File: config.mk
export PLATFORM = sky130hd
export DESIGN_NAME = wildcard_glob_matcher
export DESIGN_NICKNAME = d
export VERILOG_FILES = /design/src/wgm_pkg.sv /design/src/wgm_cell.sv /design/src/wgm_closure.sv /design/src/wildcard_glob_matcher.sv
export SDC_FILE = /design/constraint.sdc
export NUM_CORES = 1
export LEC_CHECK = 0
export BUFFER_PORTS_ARGS = -buffer_cell sky130_fd_sc_hd__buf_2
export CORE_MARGIN = 8
export CORE_UTILIZATION = 45
export DETAILED_ROUTE_END_ITERATION = 8
export PLACE_DENSITY_LB_ADDON = 0.1
export SYNTH_ARGS = -nofsm -noshare
export SYNTH_HDL_FRONTEND = slang
export SYNTH_SLANG_ARGS = --single-unit
export TNS_END_PERCENT = 20
File: constraint.sdc
create_clock -name i_clk -period 3.3 [get_ports i_clk]
set_input_delay 0.66 -clock i_clk [delete_from_list [all_inputs] [get_ports i_clk]]
set_output_delay 0.66 -clock i_clk [all_outputs]
set_load 0.05 [all_outputs]
File: src/wgm_pkg.sv
`timescale 1ns / 1ps

package wgm_pkg;

    // Pattern metacharacters
    localparam logic [7:0] GLOB_STAR = 8'h2A;
    localparam logic [7:0] GLOB_ONE  = 8'h3F;

    typedef enum logic [1:0] {
        KIND_APPEND  = 2'd0,
        KIND_CLEAR   = 2'd1,
        KIND_SUBJECT = 2'd2,
        KIND_END     = 2'd3
    } t_kind;

    typedef struct packed {
        t_kind      kind;
        logic [7:0] symbol;
    } t_in_beat;

    typedef struct packed {
        logic matched;
        logic pattern_overflow;
    } t_out_beat;

    // Shared controls broadcast to every cell
    typedef struct packed {
        logic clear;    // drop the stored pattern
        logic step;     // advance the active set by one subject byte
        logic restart;  // active set back to position zero only
    } t_cell_ctrl;

    // What a cell reports to the row
    typedef struct packed {
        logic act;      // raw active bit of this position
        logic prop;     // position holds a '*' inside the pattern
        logic fwd;      // this position matched the byte; next position goes active
    } t_cell_status;

endpackage

File: src/wgm_cell.sv
`timescale 1ns / 1ps

module wgm_cell (
    input  logic                  i_clk,
    input  logic                  i_rst_n,
    input  wgm_pkg::t_cell_ctrl   i_ctrl,
    input  logic                  i_load,
    input  logic [7:0]            i_symbol,
    input  logic                  i_home,
    input  logic                  i_closed,
    input  logic                  i_fwd,
    output wgm_pkg::t_cell_status o_status
);

    logic       r_used;
    logic       r_act;
    logic [7:0] r_byte;
    logic       n_used;
    logic       n_act;
    logic       w_star;

    assign w_star = r_used && (r_byte == wgm_pkg::GLOB_STAR);

    always_comb begin
        n_used = r_used;
        if (i_ctrl.clear) begin
            n_used = 1'b0;
        end else if (i_load) begin
            n_used = 1'b1;
        end
    end

    // A star keeps its own position; a literal or '?' hit arrives from the left neighbor
    always_comb begin
        n_act = r_act;
        if (i_ctrl.restart) begin
            n_act = i_home;
        end else if (i_ctrl.step) begin
            n_act = (i_closed && w_star) || i_fwd;
        end
    end

    always_ff @(posedge i_clk) begin
        if (!i_rst_n) begin
            r_used <= 1'b0;
            r_act  <= i_home;
        end else begin
            r_used <= n_used;
            r_act  <= n_act;
        end
    end

    always_ff @(posedge i_clk) begin
        if (i_load) begin
            r_byte <= i_symbol;
        end
    end

    assign o_status.act  = r_act;
    assign o_status.prop = w_star;
    assign o_status.fwd  = i_closed && r_used && !w_star
                           && ((r_byte == wgm_pkg::GLOB_ONE) || (r_byte == i_symbol));

endmodule

File: src/wgm_closure.sv
`timescale 1ns / 1ps

// Star closure: an active position on a '*' lights the next one, through whole runs.
// Done as one add: generate where a star is active, propagate where a star is idle.
module wgm_closure #(
    parameter int WIDTH = 33
) (
    input  logic [WIDTH-1:0] i_raw,
    input  logic [WIDTH-1:0] i_prop,
    output logic [WIDTH-1:0] o_closed
);

    logic [WIDTH-1:0] w_gen;
    logic [WIDTH-1:0] w_sum;
    logic [WIDTH-1:0] w_carry;

    assign w_gen    = i_prop & i_raw;
    assign w_sum    = i_prop + w_gen;
    assign w_carry  = w_sum ^ i_prop ^ w_gen;
    assign o_closed = i_raw | w_carry;

endmodule

File: src/wildcard_glob_matcher.sv
`timescale 1ns / 1ps
// Result: an accepted end-of-subject beat is registered into the output register, or into the skid entry if held.
// Throughput: one beat per cycle, any kind, while o_in_stall is low; the row of cells advances every subject byte.
// The closure add feeding the row is the critical path, one adder of PATTERN_MAX+1 bits.
// Reset (synchronous, active low): empty pattern, overflow clear, position zero active,
// no result pending. Pattern bytes themselves are not cleared.

module wildcard_glob_matcher #(
    parameter int PATTERN_MAX = 32
) (
    input  logic                i_clk,
    input  logic                i_rst_n,
    input  logic                i_in_valid,
    input  wgm_pkg::t_in_beat   i_in_data,
    output logic                o_in_stall,
    output logic                o_out_valid,
    output wgm_pkg::t_out_beat  o_out_data,
    input  logic                i_out_stall
);

    localparam int LW = $clog2(PATTERN_MAX + 1);

    // Length of the loaded pattern, doubles as the write pointer
    logic [LW-1:0] r_len;
    logic [LW-1:0] n_len;
    logic          r_ovf;
    logic          n_ovf;
    // Raw active bit of the position past the last cell
    logic          r_end_act;
    logic          n_end_act;

    // Output register plus one skid entry
    logic                r_out_valid;
    logic                n_out_valid;
    wgm_pkg::t_out_beat  r_out_data;
    wgm_pkg::t_out_beat  n_out_data;
    logic                r_skid_valid;
    logic                n_skid_valid;
    wgm_pkg::t_out_beat  r_skid_data;
    wgm_pkg::t_out_beat  n_skid_data;

    logic                  w_accept;
    logic                  w_full;
    logic                  w_append;
    logic                  w_res_valid;
    logic                  w_out_take;
    wgm_pkg::t_out_beat    w_res;
    wgm_pkg::t_cell_ctrl   w_ctrl;
    wgm_pkg::t_cell_status w_status [PATTERN_MAX];
    logic [PATTERN_MAX:0]  w_raw;
    logic [PATTERN_MAX:0]  w_prop;
    logic [PATTERN_MAX:0]  w_closed;

    // Skid full means the output side is backed up by two beats
    assign o_in_stall = r_skid_valid;
    assign w_accept   = i_in_valid && !r_skid_valid;
    assign w_full     = (r_len == LW'(PATTERN_MAX));

    always_comb begin
        w_append     = 1'b0;
        w_ctrl       = '0;
        w_res_valid  = 1'b0;
        if (w_accept) begin
            case (i_in_data.kind)
                wgm_pkg::KIND_APPEND: begin
                    w_append = 1'b1;
                end
                wgm_pkg::KIND_CLEAR: begin
                    w_ctrl.clear   = 1'b1;
                    w_ctrl.restart = 1'b1;
                end
                wgm_pkg::KIND_SUBJECT: begin
                    w_ctrl.step = 1'b1;
                end
                wgm_pkg::KIND_END: begin
                    w_ctrl.restart = 1'b1;
                    w_res_valid    = 1'b1;
                end
                default: begin
                    w_append = 1'b0;
                end
            endcase
        end
    end

    // Row of cells, one per pattern position; match hits ripple one cell right per byte
    for (genvar i = 0; i < PATTERN_MAX; i++) begin : g_cell
        logic w_left_fwd;
        logic w_load;

        if (i == 0) begin : g_head
            assign w_left_fwd = 1'b0;
        end else begin : g_body
            assign w_left_fwd = w_status[i-1].fwd;
        end

        assign w_load = w_append && !w_full && (r_len == LW'(i));

        wgm_cell u_cell (
            .i_clk    (i_clk),
            .i_rst_n  (i_rst_n),
            .i_ctrl   (w_ctrl),
            .i_load   (w_load),
            .i_symbol (i_in_data.symbol),
            .i_home   (1'(i == 0)),
            .i_closed (w_closed[i]),
            .i_fwd    (w_left_fwd),
            .o_status (w_status[i])
        );

        assign w_raw[i]  = w_status[i].act;
        assign w_prop[i] = w_status[i].prop;
    end

    assign w_raw[PATTERN_MAX]  = r_end_act;
    assign w_prop[PATTERN_MAX] = 1'b0;

    // Closure is taken against the pattern as it stands now
    wgm_closure #(
        .WIDTH (PATTERN_MAX + 1)
    ) u_closure (
        .i_raw    (w_raw),
        .i_prop   (w_prop),
        .o_closed (w_closed)
    );

    assign w_res.matched          = w_closed[r_len];
    assign w_res.pattern_overflow = r_ovf;

    always_comb begin
        n_len     = r_len;
        n_ovf     = r_ovf;
        n_end_act = r_end_act;
        if (w_ctrl.clear) begin
            n_len = '0;
            n_ovf = 1'b0;
        end else if (w_append) begin
            if (w_full) begin
                n_ovf = 1'b1;       // extra bytes are dropped
            end else begin
                n_len = r_len + LW'(1);
            end
        end
        if (w_ctrl.restart) begin
            n_end_act = 1'b0;
        end else if (w_ctrl.step) begin
            n_end_act = w_status[PATTERN_MAX-1].fwd;
        end
    end

    // Result beat goes to the output register when it is free or draining, else to skid
    assign w_out_take = r_out_valid && !i_out_stall;

    always_comb begin
        n_out_valid  = r_out_valid;
        n_out_data   = r_out_data;
        n_skid_valid = r_skid_valid;
        n_skid_data  = r_skid_data;
        if (w_out_take || !r_out_valid) begin
            if (r_skid_valid) begin
                n_out_valid  = 1'b1;
                n_out_data   = r_skid_data;
                n_skid_valid = 1'b0;
            end else if (w_res_valid) begin
                n_out_valid = 1'b1;
                n_out_data  = w_res;
            end else begin
                n_out_valid = 1'b0;
            end
        end else if (w_res_valid) begin
            n_skid_valid = 1'b1;
            n_skid_data  = w_res;
        end
    end

    always_ff @(posedge i_clk) begin
        if (!i_rst_n) begin
            r_len        <= '0;
            r_ovf        <= 1'b0;
            r_end_act    <= 1'b0;
            r_out_valid  <= 1'b0;
            r_skid_valid <= 1'b0;
        end else begin
            r_len        <= n_len;
            r_ovf        <= n_ovf;
            r_end_act    <= n_end_act;
            r_out_valid  <= n_out_valid;
            r_skid_valid <= n_skid_valid;
        end
    end

    always_ff @(posedge i_clk) begin
        r_out_data  <= n_out_data;
        r_skid_data <= n_skid_data;
    end

    assign o_out_valid = r_out_valid;
    assign o_out_data  = r_out_data;

    // Skid only fills behind a held output beat
    a_skid_behind_out: assert property (@(posedge i_clk) disable iff (!i_rst_n)
        r_skid_valid |-> r_out_valid)
        else $error("skid holds a beat while output register is empty");

    // Pattern length stays within the row
    a_len_bound: assert property (@(posedge i_clk) disable iff (!i_rst_n)
        r_len <= LW'(PATTERN_MAX))
        else $error("pattern length past capacity");

    // End of subject leaves only position zero active
    a_end_restart: assert property (@(posedge i_clk) disable iff (!i_rst_n)
        (w_accept && i_in_data.kind == wgm_pkg::KIND_END)
        |=> (w_raw == (PATTERN_MAX + 1)'(1)))
        else $error("active set not restarted after end of subject");

    // Clear drops the pattern and the overflow flag
    a_clear: assert property (@(posedge i_clk) disable iff (!i_rst_n)
        (w_accept && i_in_data.kind == wgm_pkg::KIND_CLEAR)
        |=> (r_len == '0) && !r_ovf)
        else $error("clear did not empty the pattern");

endmodule
== Word-level counts from Yosys, hierarchy flattened ==
Cells that the tools add are included.

* Flip-flop bits (word level): 334
* Bits of input ports: 14
* Output and inout port bits: 4
* Logic and storage cells: 566

* Add/sub/neg operators: 2
* Magnitude comparators: 1
* Equality and inequality tests: 131
* Muxes and demuxes: 14
* Bitwise gates (word level): 7
* Reduce and logical (&&, ||, !) cells: 306

{| class="wikitable"
|+ Operator list
! operator !! number
|-
| $eq 8x6->1 const B || 64
|-
| $eq 8x8->1 || 32
|-
| $logic_and 1x1->1 || 195
|-
| $eq 6x5->1 const B || 16
|-
| $logic_or 1x1->1 || 64
|-
| $eq 6x4->1 const B || 8
|-
| $logic_not 1->1 || 36
|-
| $add 32x33->33 || 1
|-
| $and 32x33->33 || 1
|-
| $or 33x33->33 || 1
|-
| $xor 33x32->33 || 1
|-
| $xor 33x33->33 || 1
|-
| $eq 6x3->1 const B || 4
|-
| $eq 6x2->1 const B || 2
|-
| $mux 1 || 10
|-
| $reduce_and 2->1 || 4
|-
| $reduce_or 2->1 || 4
|-
| $lt 6x7->1 const B || 1
|-
| $add 6x1->6 const B || 1
|-
| $bmux 1 s6 || 1
|-
| $eq 6x1->1 const B || 1
|-
| $eq 6x6->1 const B || 1
|-
| $logic_not 6->1 || 1
|-
| $eq 2x2->1 const B || 2
|-
| 6 further kinds || 9
|}

== Depth between registers and ports, before layout ==
* Word-level depth: 11
* Mapped depth: 12
* Mapped depth without buffers: 10

== Modules after synthesis ==
From an unflattened synthesis, not the netlist that was laid out.

* Cells, all modules: 1564
* Area total of the unflattened synthesis: 18303.8 sq um

{| class="wikitable"
|+ Modules (own cells, without submodules)
! module !! times used !! cells an instance !! area an instance (sq um) !! sequential area each (sq um)
|-
| wgm_cell || 32 || 37 || 490.5 || 290.3
|-
| wgm_closure || 1 || 219 || 1387.6 || 0.0
|-
| wildcard_glob_matcher || 1 || 161 || 1221.2 || 320.3
|}

== Worst setup path before layout ==
OpenSTA, ideal clock, no wires.

* Path kind: register to register
* Start: register g_cell[2].u_cell.r_byte[0]
* End: register r_out_data (netlist bit o_out_data[1]) (data pin)
* Library setup time: 0.259 ns
* Arrival time: 2.617 ns
* Data required time: 3.041 ns
* Path slack: 0.424 ns
* Stages on the path, launching flop included: 11
* Buffers on the path: 0
* Clock period less this slack: 2.876 ns
* Cells stage by stage: edfxtp_1 and3b_1 a311oi_2 nor3_1 a211o_2 a21oi_2 o211ai_2 a221o_1 nor4_2 a41oi_1 o31a_1

* Longest elaborated chain between the ends: 11

{| class="wikitable"
|+ RTL lines
! element !! RTL line !! source
|-
| start: declaration || wgm_cell.sv:17 || <nowiki>logic [7:0] r_byte;</nowiki>
|-
| start signal: assignment || wgm_cell.sv:55 || <nowiki>r_byte <= i_symbol;</nowiki>
|-
| $eq 8x6->1 * || wgm_cell.sv:22 || <nowiki>assign w_star = r_used && (r_byte == wgm_pkg::GLOB_STAR);</nowiki>
|-
| $logic_and 1x1->1 * || wgm_cell.sv:22 ||
|-
| $and 32x33->33 || wgm_closure.sv:17 || <nowiki>assign w_gen = i_prop & i_raw;</nowiki>
|-
| $add 32x33->33 || wgm_closure.sv:18 || <nowiki>assign w_sum = i_prop + w_gen;</nowiki>
|-
| $xor 33x32->33 || wgm_closure.sv:19 || <nowiki>assign w_carry = w_sum ^ i_prop ^ w_gen;</nowiki>
|-
| $xor 33x33->33 * || wgm_closure.sv:19 ||
|-
| $or 33x33->33 * || wgm_closure.sv:20 || <nowiki>assign o_closed = i_raw | w_carry;</nowiki>
|-
| $bmux 1 s6 * || wildcard_glob_matcher.sv:127 || <nowiki>assign w_res.matched = w_closed[r_len];</nowiki>
|-
| $mux 1 (not written as such) * || wildcard_glob_matcher.sv:127 ||
|-
| $mux 2 * || wildcard_glob_matcher.sv:164 || <nowiki>end else if (w_res_valid) begin</nowiki>
|-
| $mux 2 * || wildcard_glob_matcher.sv:160 || <nowiki>if (r_skid_valid) begin</nowiki>
|-
| end signal: assignment || wildcard_glob_matcher.sv:193 || <nowiki>r_out_data <= n_out_data;</nowiki>
|-
| end: declaration || wildcard_glob_matcher.sv:35 || <nowiki>wgm_pkg::t_out_beat r_out_data;</nowiki>
|}

Mark *: on every way between the ends. The rest lies on a longest branch, timed or not. The select of a mux whose other input is x is not followed.
A chain may end at the register's enable or synchronous reset.

== Worst setup path after layout ==
* Start: register g_cell[14].u_cell.r_byte[5]
* End: register r_out_data (netlist bit o_out_data[1]) (data pin)

* Longest elaborated chain between the ends: 11

{| class="wikitable"
|+ RTL lines
! element !! RTL line
|-
| start: declaration || wgm_cell.sv:17
|-
| start signal: assignment || wgm_cell.sv:55
|-
| $eq 8x6->1 * || wgm_cell.sv:22
|-
| $logic_and 1x1->1 * || wgm_cell.sv:22
|-
| $and 32x33->33 || wgm_closure.sv:17
|-
| $add 32x33->33 || wgm_closure.sv:18
|-
| $xor 33x32->33 || wgm_closure.sv:19
|-
| $xor 33x33->33 * || wgm_closure.sv:19
|-
| $or 33x33->33 * || wgm_closure.sv:20
|-
| $bmux 1 s6 * || wildcard_glob_matcher.sv:127
|-
| $mux 1 (not written as such) * || wildcard_glob_matcher.sv:127
|-
| $mux 2 * || wildcard_glob_matcher.sv:164
|-
| $mux 2 * || wildcard_glob_matcher.sv:160
|}

Marks and branches as above.

==> flow_summary.ini <==
[power_and_ir_drop]
swShare = 0.2305
power_frac_seq = 0.492
p_per_area_nw_per_um2 = 419.6
switchingPower_w = 0.002136
leakage_nw = 7.425
combPwrFrac = 0.065
intPower_w = 0.007133
p_clk_frac = 0.443
power_w = 0.009270
peakVddDrop_mv = 0.4249

[floorplan]
fp.coreArea_um2 = 40460
fp-row-count = 74
die_h_um = 217.7
dieWidth_um = 217.7
ios = 18
start_util = 0.4523
die_area_um2 = 47370

[cts]
path_clk_slew_ns = 0.06
root_buffer = clkbuf_16
clock_path_buffers = 3
clock_sinks = 334
cts-buffers-inserted = 38
clk-insertion-delay-late_ns = 0.57
postCtsHoldBufs = 0
htree_levels = 2
cts_tree = built

[critical_path]
reg2reg_from = g_cell[14].u_cell.r_byte[5]
cp.required_ns = 3.61
startpoint_type = register
reg2regPathDepth = 12
r2r-end = o_out_data[1]
arrival_ns = 3.51
end_kind = register
critPathMaxFanout = 2
crit_type = register to register
r2r_slack_ns = 0.10

[finish]
fin_nets = 1949
design_area_um2 = 22090
diodes = 0
area_growth_pct = 20.73
layout_commonest_cell = edfxtp_1
drive_gt1_frac = 0.1995
final_cell_mix = edfxtp_1 (260), buf_4 (216), nor2_1 (210), xnor2_1 (169), nand4_1 (96)

[timing]
worstMarginPinSlew_ns = 0.9446
setup_viol = 0
max_clock_freq_mhz = 312.9
finalCriticalPeriod_ns = 3.196
fin_worst_skew_ns = 0.01380
setup_tns_ns = 0
slew_headroom = 0.3687
timing.final.crit_share = 0.9684
finalHoldViolations = 0
slew_viol_final = 0

[global_route]
antenna_found_initial = 1
grt_pass1_vias = 14484
grt_first_pass_wirelength_mm = 86.51
grt_max_degree = 49
grt_overflow = 0
grtUsageTotal = 0.2340

[placed_design]
gp_congestion = 0.9918
hpwl_mm = 40.97
placed_area_um2 = 20430
port_buffers = 17

[worst_hold_path]
min_path_cells = 3
hold_end = o_in_stall
hold_path_class = primary input to register
timing.hold.worst.start = i_out_stall

[run_status]
status = finished, final reports clean

[drt]
first_pass_iters = 5
routed_wirelength_mm = 55.66
ant_nets = 0
drtIter0Drc = 1272
wl_per_cell_um = 22.33
num_vias = 14752
drc = 0
vias_per_cell = 5.920

[synthesis]
syn_area_um2 = 18300
async_reset_ff_frac = 0
yosysSeqAreaShare = 0.5076
syn-num-nets = 1751
ys_warn_count = 0
synth_seq_cells = 334
syn_inst = 1733
synth_edf_count = 260
synthDistinctLibCells = 93
synthFlopType = edfxtp_1
syn-mean-instance-area_um2 = 10.56

[job]
maxCapViolations = 0
-- kinds of logic (layout without fill, tap and decap cells) --
logic type | after synthesis | after routing | synth area share
adder cells (fa/ha/maj) | 4 | 4 | 0.002735
AO/OA/AOI/OAI | 316 | 316 | 0.1226
AND/OR/NAND/NOR | 711 | 711 | 0.2170
multiplexers | 3 | 3 | 0.002393
XOR/XNOR | 261 | 261 | 0.1249
buffers and inverters | 104 | 331 | 0.02277
flip-flops | 334 | 334 | 0.5076
-- worst max path at each step --
stage | from | end | slack, ns | cells past startpoint
after global routing | g_cell[14].u_cell.r_byte[3] | o_out_data[1] | -0.03 | 12
after global placement | g_cell[2].u_cell.r_byte[5] | o_out_data[1] | -0.11 | 11
after floorplan | g_cell[2].u_cell.r_byte[0] | o_out_data[1] | 0.42 | 10
final | g_cell[14].u_cell.r_byte[5] | o_out_data[1] | 0.10 | 12
after detailed placement | g_cell[2].u_cell.r_byte[5] | o_out_data[1] | -0.12 | 12
after CTS | g_cell[2].u_cell.r_byte[5] | o_out_data[1] | 0.01 | 11
-- stage by stage --
| step | util | worst slack (ns) | hold slack, ns | instances |
|---|---|---|---|---|
| after floorplan | - | 0.4236 | 0.4270 | 1733 |
| after global placement | 0.5050 | -0.1056 | 0.4595 | 2412 |
| after detailed placement | 0.5050 | -0.1174 | 0.4655 | 2412 |
| after CTS | 0.5356 | 0.01162 | 0.3776 | 2481 |
| after global routing | 0.5460 | -0.02681 | 0.4161 | 2492 |
| final | 0.5460 | 0.1042 | 0.4028 | 2492 |
-- synth_stat cells, types with 48 or more instances --
library cell	count	share of area
edfxtp_1	260	0.43
nor2_1	210	0.043
xnor2_1	169	0.081
nand4_1	96	0.033
xor2_1	92	0.044
dfxtp_1	74	0.081
nand2_1	68	0.014
a21oi_1	60	0.016
o21ai_0	59	0.016
clkbuf_1	51	0.010
nand3_1	51	0.014
and3_1	50	0.017
nor4_1	48	0.016
-- critical path, cell delays in order, from the launching register on --
cell	delay, ns
edfxtp_1	0.41
and3_1	0.22
a31oi_1	0.30
a2111oi_2	0.09
buf_4	0.16
nor3_1	0.45
nor4_4	0.06
buf_4	0.15
a31o_2	0.23
and3_1	0.18
nor4_2	0.26
a41oi_2	0.18
o31a_1	0.26
-- power by group through the flow --
stage          Combinational, W  Clock [W]  Sequential, W
2_1_floorplan          0.000314          0        0.00465
3_3_place_gp           0.000598          0        0.00465
3_5_place_dp           0.000598          0        0.00465
4_1_cts                0.000601    0.00421        0.00456
5_1_grt                0.000652    0.00437        0.00456
6_report               0.000605    0.00410        0.00456
-- sequential cells by signal, indices dropped and copies added (netlist names) --
signal,count
r_skid_data,2
o_out_data,2
g_cell.u_cell.r_byte,256
o_in_stall,1
r_end_act,1
g_cell.u_cell.r_act,32
g_cell.u_cell.r_used,32
o_out_valid,1
r_ovf,1
r_len,6
-- routing by layer --
layer,global-route usage,part of all wire
met3,0.03994,0.062
met5,0,0
met1,0.3321,0.46
met2,0.3619,0.45
met4,0.07191,0.026
-- layout make-up --
type	count	area, um^2
repair buffers	235	1858
clock buffers	52	1033
clock inverters	17	157.7
inverters	27	101.3
multi-input cells	1295	8987
flip-flops and latches	334	9289
well taps	532	665.6
fillers	3573	18370
-- what timing repair did --
action,CTS,global route
pin swaps,1,31
gates resized for setup,6,56
setup endpoints to repair,2,8
buffers inserted,0,12
Power figures use the tool's default switching activity.
